===== config.mk =====
export PLATFORM = sky130hd
export DESIGN_NAME = cli_front
export DESIGN_NICKNAME = d
export VERILOG_FILES = /design/src/hdl/cli_pkg.sv /design/src/hdl/cli_front.sv
export SDC_FILE = /design/constraint.sdc
export NUM_CORES = 1
export LEC_CHECK = 0
export BUFFER_PORTS_ARGS = -buffer_cell sky130_fd_sc_hd__buf_2
export CAP_MARGIN = 20
export CORE_ASPECT_RATIO = 1.4
export CORE_MARGIN = 4
export CORE_UTILIZATION = 62
export CTS_BUF_LIST = sky130_fd_sc_hd__clkbuf_4 sky130_fd_sc_hd__clkbuf_8 sky130_fd_sc_hd__clkbuf_16
export CTS_CLUSTER_DIAMETER = 50
export DETAILED_ROUTE_END_ITERATION = 10
export PLACE_DENSITY = 0.87
export SLEW_MARGIN = 15
export SYNTH_ARGS = -nofsm -noshare
export SYNTH_HDL_FRONTEND = slang
export SYNTH_SLANG_ARGS = --single-unit

===== constraint.sdc =====
create_clock -name i_clk -period 8.8 [get_ports i_clk]
set_input_delay 1.32 -clock i_clk [delete_from_list [all_inputs] [get_ports i_clk]]
set_output_delay 1.32 -clock i_clk [all_outputs]
set_load 0.01 [all_outputs]

===== src/hdl/cli_pkg.sv =====
// Shared types, widths and helpers for the conic / axis-line intersection block.
`timescale 1ns / 1ps
package cli_pkg;

    localparam int WORD_W    = 32;                   // Q16.16 word
    localparam int FRAC_W    = 16;                   // fraction bits
    localparam int PROD_W    = 2 * WORD_W;           // full product
    localparam int WIDE_W    = PROD_W + 3;           // headroom for sums of products
    localparam int DISC_W    = PROD_W + 2;           // clamped discriminant, unsigned
    localparam int ROOT_W    = DISC_W / 2;           // square root bits
    localparam int MAG_W     = ROOT_W + 1;           // |-b +/- s|
    localparam int NUM_W     = MAG_W + FRAC_W;       // dividend bits
    localparam int DIV_W     = WORD_W + 1;           // divisor 2|a|
    localparam int CFG_IDX_W = 3;
    localparam int QDEPTH    = 4;
    localparam int QPTR_W    = $clog2(QDEPTH);

    // configuration register indexes
    localparam logic [CFG_IDX_W-1:0] REG_XX = 3'd0;
    localparam logic [CFG_IDX_W-1:0] REG_XY = 3'd1;
    localparam logic [CFG_IDX_W-1:0] REG_XW = 3'd2;
    localparam logic [CFG_IDX_W-1:0] REG_YY = 3'd3;
    localparam logic [CFG_IDX_W-1:0] REG_YW = 3'd4;
    localparam logic [CFG_IDX_W-1:0] REG_WW = 3'd5;

    // line kinds
    localparam logic CMD_FIXED_X = 1'b0;

    // smallest raw discriminant kept (1e-10 in Q(2F))
    localparam logic [DISC_W-1:0] DISC_MIN = DISC_W'(
        ((64'd1 << (2 * FRAC_W)) - 64'd1) / 64'd10000000000 + 64'd1);

    localparam logic signed [WIDE_W-1:0] WORD_MAX_W =
        {{(WIDE_W-WORD_W+1){1'b0}}, {(WORD_W-1){1'b1}}};
    localparam logic signed [WIDE_W-1:0] WORD_MIN_W =
        {{(WIDE_W-WORD_W+1){1'b1}}, {(WORD_W-1){1'b0}}};

    typedef logic signed [WORD_W-1:0] t_word;

    // classified request handed from front to back
    typedef struct packed {
        logic  degen;
        t_word a;
        t_word qk;
        t_word sa;
        t_word sb;
        t_word u;
    } t_item;

    // clamp to the word range; top bit flags a clamp
    function automatic logic [WORD_W:0] sat_word(input logic signed [WIDE_W-1:0] v);
        logic [WORD_W:0] res;
        if (v > WORD_MAX_W) begin
            res = {1'b1, WORD_MAX_W[WORD_W-1:0]};
        end else if (v < WORD_MIN_W) begin
            res = {1'b1, WORD_MIN_W[WORD_W-1:0]};
        end else begin
            res = {1'b0, v[WORD_W-1:0]};
        end
        return res;
    endfunction

endpackage


===== src/hdl/cli_front.sv =====
// Front end: accept requests, select coefficients by line kind, queue them.
`timescale 1ns / 1ps
module cli_front import cli_pkg::*; (
    input  logic  i_clk,
    input  logic  i_rst_n,
    input  logic  i_valid,
    output logic  o_ready,
    input  logic  i_cmd,
    input  t_word i_coord,
    input  t_word i_xx,
    input  t_word i_xw,
    input  t_word i_yy,
    input  t_word i_yw,
    output logic  o_item_vld,
    output t_item o_item,
    input  logic  i_pop
);

    t_item               r_q [QDEPTH];
    logic [QPTR_W-1:0]   r_wr, r_rd;
    logic [QPTR_W:0]     r_cnt;
    t_item               w_item;
    logic                w_push, w_pop;

    always_comb begin
        w_item.u = i_coord;
        if (i_cmd == CMD_FIXED_X) begin
            w_item.a  = i_yy;
            w_item.qk = i_yw;
            w_item.sa = i_xx;
            w_item.sb = i_xw;
        end else begin
            w_item.a  = i_xx;
            w_item.qk = i_xw;
            w_item.sa = i_yy;
            w_item.sb = i_yw;
        end
        w_item.degen = (w_item.a == '0);
    end

    assign o_ready    = (r_cnt != (QPTR_W+1)'(QDEPTH));
    assign o_item_vld = (r_cnt != '0);
    assign o_item     = r_q[r_rd];
    assign w_push     = i_valid && o_ready;
    assign w_pop      = i_pop && o_item_vld;

    always_ff @(posedge i_clk) begin
        if (!i_rst_n) begin
            r_wr  <= '0;
            r_rd  <= '0;
            r_cnt <= '0;
        end else begin
            if (w_push) r_wr <= r_wr + 1'b1;
            if (w_pop)  r_rd <= r_rd + 1'b1;
            r_cnt <= r_cnt + (QPTR_W+1)'(w_push) - (QPTR_W+1)'(w_pop);
        end
    end

    always_ff @(posedge i_clk) begin
        if (w_push) r_q[r_wr] <= w_item;
    end

endmodule


# ---- Word-level counts from Yosys, hierarchy flattened
# Memory sizes are Yosys's and may differ from the RTL's. A register that Yosys moved wholly into a read port is not among the register bits.
# Index checks and enable logic that the tools add are counted.
dict set report totals {
  ff_bits 7
  ramBits 644
  inputBits 165
  output_inout_bits 163
  mem_count 1
}
# memory words width read_ports rd_ports_with_merged_regs write_ports line
set memory_table {}
lappend memory_table {r_q 4 161 1 1 1 cli_front.sv:19} ;# t_item r_q [QDEPTH];
dict set report classes {
  n_addsub 4
  n_eq_ne 1
  mux 5
  n_reduce_logical 4
}
# op n
set op_table {}
lappend op_table {{2-to-1 mux 128 bit} 1}
lappend op_table {{zero test 32 bit} 1}
lappend op_table {{adder 2 x 1 -> 2 bit (second input constant)} 2}
lappend op_table {{2-to-1 mux 2 bit} 2}
lappend op_table {{adder 3 x 1 -> 3 bit} 1}
lappend op_table {{inequality test 3 bit (second input constant)} 1}
lappend op_table {{nonzero test 3 bit} 1}
lappend op_table {{subtractor 3 x 1 -> 3 bit} 1}
lappend op_table {{logical AND 1 bit} 2}
lappend op_table {{2-to-1 mux 1 bit} 2}

# ---- Longest topological paths before layout
# Gate-level depths: netlist of the first run.
dict set report logic_depth {
  ltp_word 4
  ltp_mapped 11
  depth_no_buf 11
}

# ---- Least setup slack after synthesis of the first run
# OpenSTA, ideal clock, no wires.
dict set report synth_timing {
  path_type {input-to-reg}
  from {in i_valid}
  to {mem r_q[0][0] (netlist bit), enable pin}
  setup_ns 0.542
  t_arrival_ns 5.042
  setup_slack_ns 3.216
  cell_stages 1
  path_cell_list {and3_1}
}
dict set report synth_between {
  elab_chain_cells 3
}
# item line
set synth_lines {}
lappend synth_lines {{start: declaration} cli_front.sv:6} ;# input logic i_valid,
lappend synth_lines {{logical AND 1 bit} cli_front.sv:44} ;# assign w_push = i_valid && o_ready;
lappend synth_lines {{2-to-1 mux 1 bit} cli_front.sv:60} ;# if (w_push) r_q[r_wr] <= w_item;
lappend synth_lines {{2-to-1 mux 1 bit (implied by the code)} cli_front.sv:60}
lappend synth_lines {{end: declaration} cli_front.sv:19}
# Every way passes these cells.

==> run metrics, run 1 <==
final setup fails=0; setup TNS=0 ps; GP Congestion=0.825; hold_buf cts=0; vias=between 10000 and 15000; I/O Buffers=327; die width=179 µm; DR pass1 iterations=5; power density of the placed cells=280 nW/µm²; sequential element share of the synthesized area=77.0%; first-pass GRT wire length=78900 µm; Yosys reg bits=653; Worst VDD drop=about 230 µV; Register Area=19500 µm²; leakage power=9.71 nW; Reg2Reg Depth=3; unrepaired setup endpoints after global routing=no; reg2reg start=r_cnt[1]$_SDFF_PN0_; synth warn=0; drt via density=6.10; Skew-Pair Late Insertion Delay=580 ps; Post-CTS Setup Bufs=0; Avg Cell Area, Syn=between 20 and 25 µm²; remaining antenna violation count=0; die height=around 250 µm; Net Count, Synth=1224; fmax=0.224 GHz; commonest cells in the netlist=edfxtp_1 (644), mux4_2 (161), mux2_2 (128), buf_2 (24), buf_6 (12); Final Critical Period=4460 ps; status=complete, no violations; largest cells by area after synthesis=edfxtp_1 (76%), mux4_2 (14%), mux2_2 (5.7%); largest net degree at the start of global routing=83; WHS Endpoint=r_wr[1]$_SDFFE_PN0P_; layout cells sized above 1=between 50% and 60%; vias in the first global route=about 13000; Mapped Area=25300 µm²; Final Skew=10.4 ps; HPWL after DPL=31600 µm; Max-cap violations=0; Post-synth EDFFs=644; Slew @ Worst Pin=1130 ps; flop2flop setup slack=5940 ps; Hold Path Origin=r_wr[1]$_SDFFE_PN0P_; Final Slew Violations=0; post-synth top area share=76.3%; FP Rows=87; maximum net fanout on the critical path=67; WP data required=7480 ps; post-synth cell types=32; Worst slew margin=24.8%; IO Pins=between 300 and 400; nets@finish=1574; number of CTS-inserted buffers=57; prevailing post-synth register cell=edfxtp_1; crit start category=flip-flop; post_cts resized=0; multi-input logic area=5500 µm²; drt first-iter violations=1030; Final Hold Vio Count=0; # fillers=2282; WL/cell=26.3 µm; clock root cell=clkbuf_16; Post-Route Utilization=approximately 72%; Starting Density=a little over three fifths; Clock Path Buffers=3; CTS tree=built; cell taking the most area after synthesis=edfxtp_1; type of the worst min-delay path=reg2reg; CTS clock-pin slew for the worst setup and hold paths=60 ps; GRT Overall Usage=a little under a quarter; Area growth syn-to-layout=15.2%; Tot Pwr=~0.0082 W; die area=44200 µm²; count leader, synth=edfxtp_1; DRC=0; Critical Path End Type=primary output; WHS Path Cells=2; critical path class=reg2out; core area=about 40000 µm²; H-tree depth=2; GRT overflow=0; Cells after Synth=1052; final WL=~52000 µm; reg2reg end=r_q[3][73]$_DFFE_PP_; Sink Count=653; asr flop ratio synth=0%; initial antenna violation count=7; post-route clock period utilization=50.7%; CP arrival=3140 ps
## layout make-up
class                      instances  share of cell area, %
clock inverter                    36                  0.848
antenna                            5                 0.0428
multi-input combinational        344                   18.8
timing repair buffer             341                   5.98
inverter                           5                 0.0685
tap                              534                   2.29
sequential                       653                   66.9
clock buffer                      65                   5.09
## power breakdown
group          total (W)  switching, W  internal [W]
clock network    0.00234       0.00104       0.00129
registers        0.00395      0.000138       0.00381
logic            0.00188       0.00100      0.000876
## worst max-delay path: stages, from the launching register on
cell and delay [ps]:
dfxtp_4 1040, buf_4 830, mux4_2 450, buf_2 160
## per-layer routing
metal | GRT usage (%) | up-vias | wire length (µm) | share of wire, %
li1 | - | 5196 | - | -
met2 | 40.9 | 515 | 27800 | 53
met5 | 0 | - | 21 | 0.040
met1 | 31.0 | 6290 | 18800 | 36
met4 | 7.97 | 4 | 1680 | 3.2
met3 | 5.40 | 96 | 3880 | 7.4
## how the worst max path moves through the flow
stage / endpoint / startpoint / slack, ps / cells past startpoint
finish: o_item[141] / flip-flop / 4340 / 3
global route: o_item[143] / flip-flop / 4100 / 3
CTS: o_item[143] / flip-flop / 4240 / 3
detailed placement: o_item[143] / flip-flop / 4890 / 3
global placement: o_item[143] / flip-flop / 4890 / 3
floorplan: r_q[0][0]$_DFFE_PP_ / i_valid / 3220 / 1
## registers in the layout (all words and copies together), names as in the netlist, named ones only
signal	count
r_wr	2
r_cnt	3
r_q	644
r_rd	2
## cells by family after synthesis
kind of cell	after synthesis	share of synthesized area (%)
adders and majority gates	7	0.375
AOI/OAI and AO/OA	4	0.114
muxes	289	20.0
DFF	653	77.0
buffers and inverters	55	1.40
xor gates and xnor gates	5	0.173
and+or+nand+nor	39	0.953
## layout by cell type, fill, tap and decap left out, types with 2 or more instances in the layout
| master | instances |
|---|---|
| nor4_1 | 10 |
| nand4_1 | 2 |
| and3_4 | 4 |
| xnor2_1 | 4 |
| buf_2 | 326 |
| clkinvlp_4 | 2 |
| nor3_1 | 2 |
| nand2_1 | 3 |
| diode_2 | 5 |
| clkinv_1 | 18 |
| dfxtp_4 | 2 |
| bufinv_16 | 3 |
| and2_1 | 6 |
| mux4_2 | 161 |
| mux2_2 | 128 |
| inv_1 | 4 |
| dfxtp_1 | 7 |
| clkinv_2 | 12 |
| clkbuf_16 | 57 |
| clkbuf_4 | 8 |
| nor2_1 | 2 |
| buf_4 | 14 |
| ha_1 | 6 |
| nand3_1 | 2 |
| o22ai_1 | 2 |
| edfxtp_1 | 644 |
## stage by stage
| stage | setup WS [ps] | std cells | hold slack (ps) | cell area [µm²] |
|---|---|---|---|---|
| 4_1_cts | 4240 | 1978 | 496 | 29200 |
| 5_1_grt | 4100 | 1982 | 527 | 29200 |
| 2_1_floorplan | 3220 | 1052 | 468 | 25300 |
| 3_3_place_gp | 4890 | 1877 | 474 | 27500 |
| 6_report | 4340 | 1983 | 500 | 29200 |
| 3_5_place_dp | 4890 | 1877 | 487 | 27500 |
(Power assumes the default switching activity.)
==> inputs of run 2 (changes only) <==
ABC_AREA = 1   (was default)
CORE_UTILIZATION = 52   (was 62)
PLACE_DENSITY = 0.78   (was 0.87)
clock period = 4 ns   (was 8.8 ns; I/O delays follow)
==> run 2 against run 1 <==
Net effect:
- wire length rose by 25%
- die area rose by 21%
- critical endpoint is now o_item[90]
- flip-flop and latch count did not move
- sequential share of layout area fell by 1.9 points
- synthesized area rose by 1.9%
- design area rose by 2.9%
- synthesized cell count rose by 92%
==> run metrics, run 2 <==
type of the worst min-delay path=in2reg; maximum net fanout on the critical path=a little over 200; Post-CTS Setup Bufs=0; initial antenna violation count=2; IO Pins=approximately 330; GRT Overall Usage=23.6%; core area=about 49000 µm²; Final Skew=13.6 ps; cell taking the most area after synthesis=edfxtp_1; Cells after Synth=2023; CTS tree=built; final WL=between 60000 and 70000 µm; die width=196 µm; remaining antenna violation count=0; vias in the first global route=between 15000 and 20000; WL/cell=21.7 µm; Area growth syn-to-layout=16.3%; number of flip-flops in the largest register=644; drt first-iter violations=~1500; Clock Path Buffers=3; crit start category=flip-flop; status=complete, no violations; H-tree depth=2; post_cts resized=0; die height=about 270 µm; prevailing post-synth register cell=edfxtp_1; FP Rows=96; biggest regs=r_q x644, r_cnt x3; Net Count, Synth=2195; CP arrival=2880 ps; vias=~17000; layout cells sized above 1=19.8%; hold_buf cts=0; first-pass GRT wire length=98100 µm; number of CTS-inserted buffers=59; Final Slew Violations=0; Non-Filler Instances=2993; asr flop ratio synth=0%; count leader, synth=edfxtp_1; DR pass1 iterations=5; Top Layer Used=met5; post-synth cell types=20; cell area after placement=28000 µm²; Max-cap violations=0; clock root cell=clkbuf_16; Mapped Area=25800 µm²; final setup fails=0; post-synth top area share=74.8%; Critical Path End Type=primary output; Avg Cell Area, Syn=12.8 µm²; Skew-Pair Late Insertion Delay=610 ps; most frequent cells in the layout=edfxtp_1 (644), o21ai_0 (383), nor2_1 (344); power density of the placed cells=627 nW/µm²; Worst VDD drop=607 µV; critical path class=reg2out; CTS clock-pin slew for the worst setup and hold paths=60 ps; commonest cells in the netlist=edfxtp_1 (644), o21ai_0 (383), nor2_1 (348), nand2_1 (266), o22ai_1 (161); I/O Buffers=around 330; most common cell after layout, fill and taps aside=edfxtp_1; synth warn=0; # fillers=3661; metal3 WL=5510 µm; Slew @ Worst Pin=just over 1000 ps; drt via density=roughly 5.8; GP Congestion=0.836; met2 wire len=33800 µm; Final Hold Vio Count=0; largest net degree at the start of global routing=203; pre-CTS WS=1120 ps; fmax=roughly 0.29 GHz; HPWL after DPL=38400 µm; M1 wire length=around 24000 µm; Sink Count=653; leakage power=10.9 nW; nets@finish=2478; Post-Place Cells=between 2000 and 3000; Post-Route Utilization=61.2%; Post-synth EDFFs=644; Hold WS=213 ps; GRT overflow=0; DRC=0; post-route cell area=30000 µm²; Final Critical Period=3480 ps; largest cells by area after synthesis=edfxtp_1 (75%), o21ai_0 (7.4%), nor2_1 (5.1%); post-route clock period utilization=87.0%; Starting Density=a little over half; WP data required=3400 ps; Yosys reg bits=653; unrepaired setup endpoints after global routing=no; die area=53400 µm²; Largest Register=r_q; Worst slew margin=32.7%; sequential element share of the synthesized area=75.5%; post-route setup slack=approximately 520 ps
## run 2: where the power goes
part | internal (W) | total [W] | switching [W] | leakage (nW)
clock | 0.00335 | 0.00577 | 0.00242 | 0.999
combinational | 0.00133 | 0.00443 | 0.00310 | 3.93
sequential | 0.00842 | 0.00863 | 0.000211 | 6.00
## run 2: path summary, 6_finish.rpt
kind	startpoint	end	slack, ps	cells past startpoint
worst max-delay path	flip-flop	o_item[90]	520	4
worst min register to register	r_rd[1]$_SDFFE_PN0P_	flip-flop	460	2
worst min-delay path	i_coord[1]	r_q[1][1]$_DFFE_PP_	210	1
worst max register to register	r_cnt[1]$_SDFF_PN0_	r_q[0][9]$_DFFE_PP_	1610	5
## run 2: cells by family (layout without fill, tap and decap cells)
logic type	after synthesis	after routing	share of synthesized area (%)
adders and majority gates	7	7	0.368
AOI/OAI and AO/OA	559	559	11.6
DFF	653	653	75.5
other	0	1	0
buffers and inverters	185	517	3.45
and+or+nand+nor	618	618	9.01
xor gates and xnor gates	1	1	0.0339
## run 2: cell type report
type / instances / area [µm²] / area share (%)
Antenna cell: 1 / 2.50 / 0.00833
Clock buffer: 67 / 1570 / 5.23
Timing Repair Buffer: 357 / 2050 / 6.81
Multi-Input combinational cell: 1185 / 5460 / 18.2
Sequential cell: 653 / 19500 / 65.0
Tap cell: 637 / 797 / 2.65
Clock inverter: 43 / 443 / 1.47
Inverter: 50 / 200 / 0.666
## run 2: metrics by stage
| stage | total power [W] | setup TNS (ps) |
|---|---|---|
| floorplan | 0.0114 | -939740 |
| CTS | 0.0190 | 0 |
| finish | 0.0188 | 0 |
| detailed placement | 0.0132 | 0 |
| global placement | 0.0131 | 0 |
| global route | 0.0197 | 0 |
## run 2: per-layer routing
metal,up-vias,global-route usage (%)
met5,-,0
met2,777,41.3
met4,4,7.46
met1,8568,29.5
met3,110,4.88
li1,7925,-
## run 2: worst max-delay path: stages, from the launching register on
cell and delay (ps):
dfxtp_4 660, buf_12 600, o21ai_0 250, o22ai_1 310
buf_2 190
==> inputs of run 3 (changes only) <==
CORE_UTILIZATION = 58   (was 52)
PLACE_DENSITY = 0.82   (was 0.78)
clock period = 3.9 ns   (was 4 ns; I/O delays follow)
==> run 3 against run 2 <==
Net effect:
- non-clock buffer count is 6 higher
- sequential share of layout area is 0.59 points higher
- count of clock-buffer cells in the layout is 8 higher
- largest power group unchanged
- design area is 0.90% lower
- global-route usage is 1.3 points higher
- flip-flop and latch count stayed put
- largest cell class unchanged
- cell count is 2.7% lower
==> run metrics, run 3 (synthesis results as in run 2) <==
crit start category=flip-flop; DR pass1 iterations=6; M1 wire length=22900 µm; most frequent cells in the layout=edfxtp_1 (644), o21ai_0 (383), nor2_1 (344); remaining antenna violation count=0; post_cts resized=0; Clock Path Buffers=3; Final Hold Vio Count=0; Largest Register=r_q; clock root cell=clkbuf_16; maximum net fanout on the critical path=91; H-tree depth=2; number of CTS-inserted buffers=56; leakage power=10.9 nW; die height=258 µm; DRC=0; most common cell after layout, fill and taps aside=edfxtp_1; largest net degree at the start of global routing=165; unrepaired setup endpoints after global routing=no; Worst slew margin=35.1%; met2 wire len=between 30000 and 40000 µm; first-pass GRT wire length=94800 µm; Tot Pwr=0.0188 W; pre-CTS WS=1100 ps; Max-cap violations=0; # fillers=2922; CTS tree=built; Post-CTS Setup Bufs=0; nets@finish=2481; FP Rows=91; HPWL after DPL=~38000 µm; Top Layer Used=met5; IO Pins=around 330; Hold Path Origin=i_coord[2]; fmax=0.301 GHz; CP arrival=2730 ps; GRT Overall Usage=24.9%; Final Slew Violations=0; metal3 WL=5930 µm; multi-input logic area=5460 µm²; final WL=62900 µm; Slew @ Worst Pin=973 ps; WL/cell=21.6 µm; layout cells sized above 1=19.7%; WP data required=between 3000 and 4000 ps; status=complete, no violations; core area=between 40000 and 50000 µm²; Final Skew=about 24 ps; post-route setup slack=582 ps; die width=186 µm; power density of the placed cells=~630 nW/µm²; reg2reg start=r_cnt[1]$_SDFF_PN0_; biggest regs=r_q x644, r_cnt x3; Skew-Pair Late Insertion Delay=590 ps; Non-Filler Instances=2912; Starting Density=58.6%; vias=around 18000; I/O Buffers=327; Critical Path End Type=primary output; GP Congestion=0.877; Final Critical Period=3320 ps; post-route clock period utilization=between 80% and 90%; Sink Count=653; critical path class=reg2out; type of the worst min-delay path=in2reg; initial antenna violation count=7; Post-Place Cells=2809; vias in the first global route=17175; drt first-iter violations=about 1900; hold_buf cts=0; Worst VDD drop=481 µV; final setup fails=0; Register Area=19500 µm²; GRT overflow=0; die area=48000 µm²; CTS clock-pin slew for the worst setup and hold paths=60 ps; Area growth syn-to-layout=15.2%; drt via density=6.03; number of flip-flops in the largest register=644
## run 3: layer usage
layer  vias up  GRT usage, %
met5         -             0
met1      8524          31.3
met4         8          9.45
met3       173          5.16
li1       7916             -
met2       938          43.2
## run 3: final cells by class
class / instances / share of cell area [%]
flip-flops and latches: 653 / 65.6
repair buffers: 363 / 7.04
well taps: 558 / 2.34
clock inverters: 23 / 0.744
multi-input cells: 1185 / 18.3
clock buffers: 75 / 5.24
inverters: 50 / 0.672
diodes: 5 / 0.0420
## run 3: per-stage QoR
stage	utilization (%)	hold WS (ps)	cell area [µm²]	setup TNS, ps
2_1_floorplan	-	433	25900	-1002990
3_3_place_gp	63.5	435	28000	0
4_1_cts	67.6	185	29800	0
5_1_grt	67.6	192	29800	0
6_report	67.6	219	29800	0
3_5_place_dp	63.5	457	28000	0
## run 3: final timing paths
kind,endpoint,slack [ps],depth (start not counted)
setup / recovery,o_item[131],580,5
setup reg to reg,r_q[0][150]$_DFFE_PP_,1510,5
hold / removal,r_q[3][2]$_DFFE_PP_,220,1
hold reg to reg,flip-flop,460,2
## run 3: critical path, cell delays in order, from the launching register on
cell and delay, ps:
dfxtp_4 630, inv_4 200, buf_12 340, o21ai_0 250
o22ai_1 350, buf_2 220
## run 3: power breakdown
part           internal, W  switching (W)  total (W)
logic              0.00139        0.00311    0.00450
registers          0.00863       0.000248    0.00888
clock network      0.00307        0.00232    0.00539
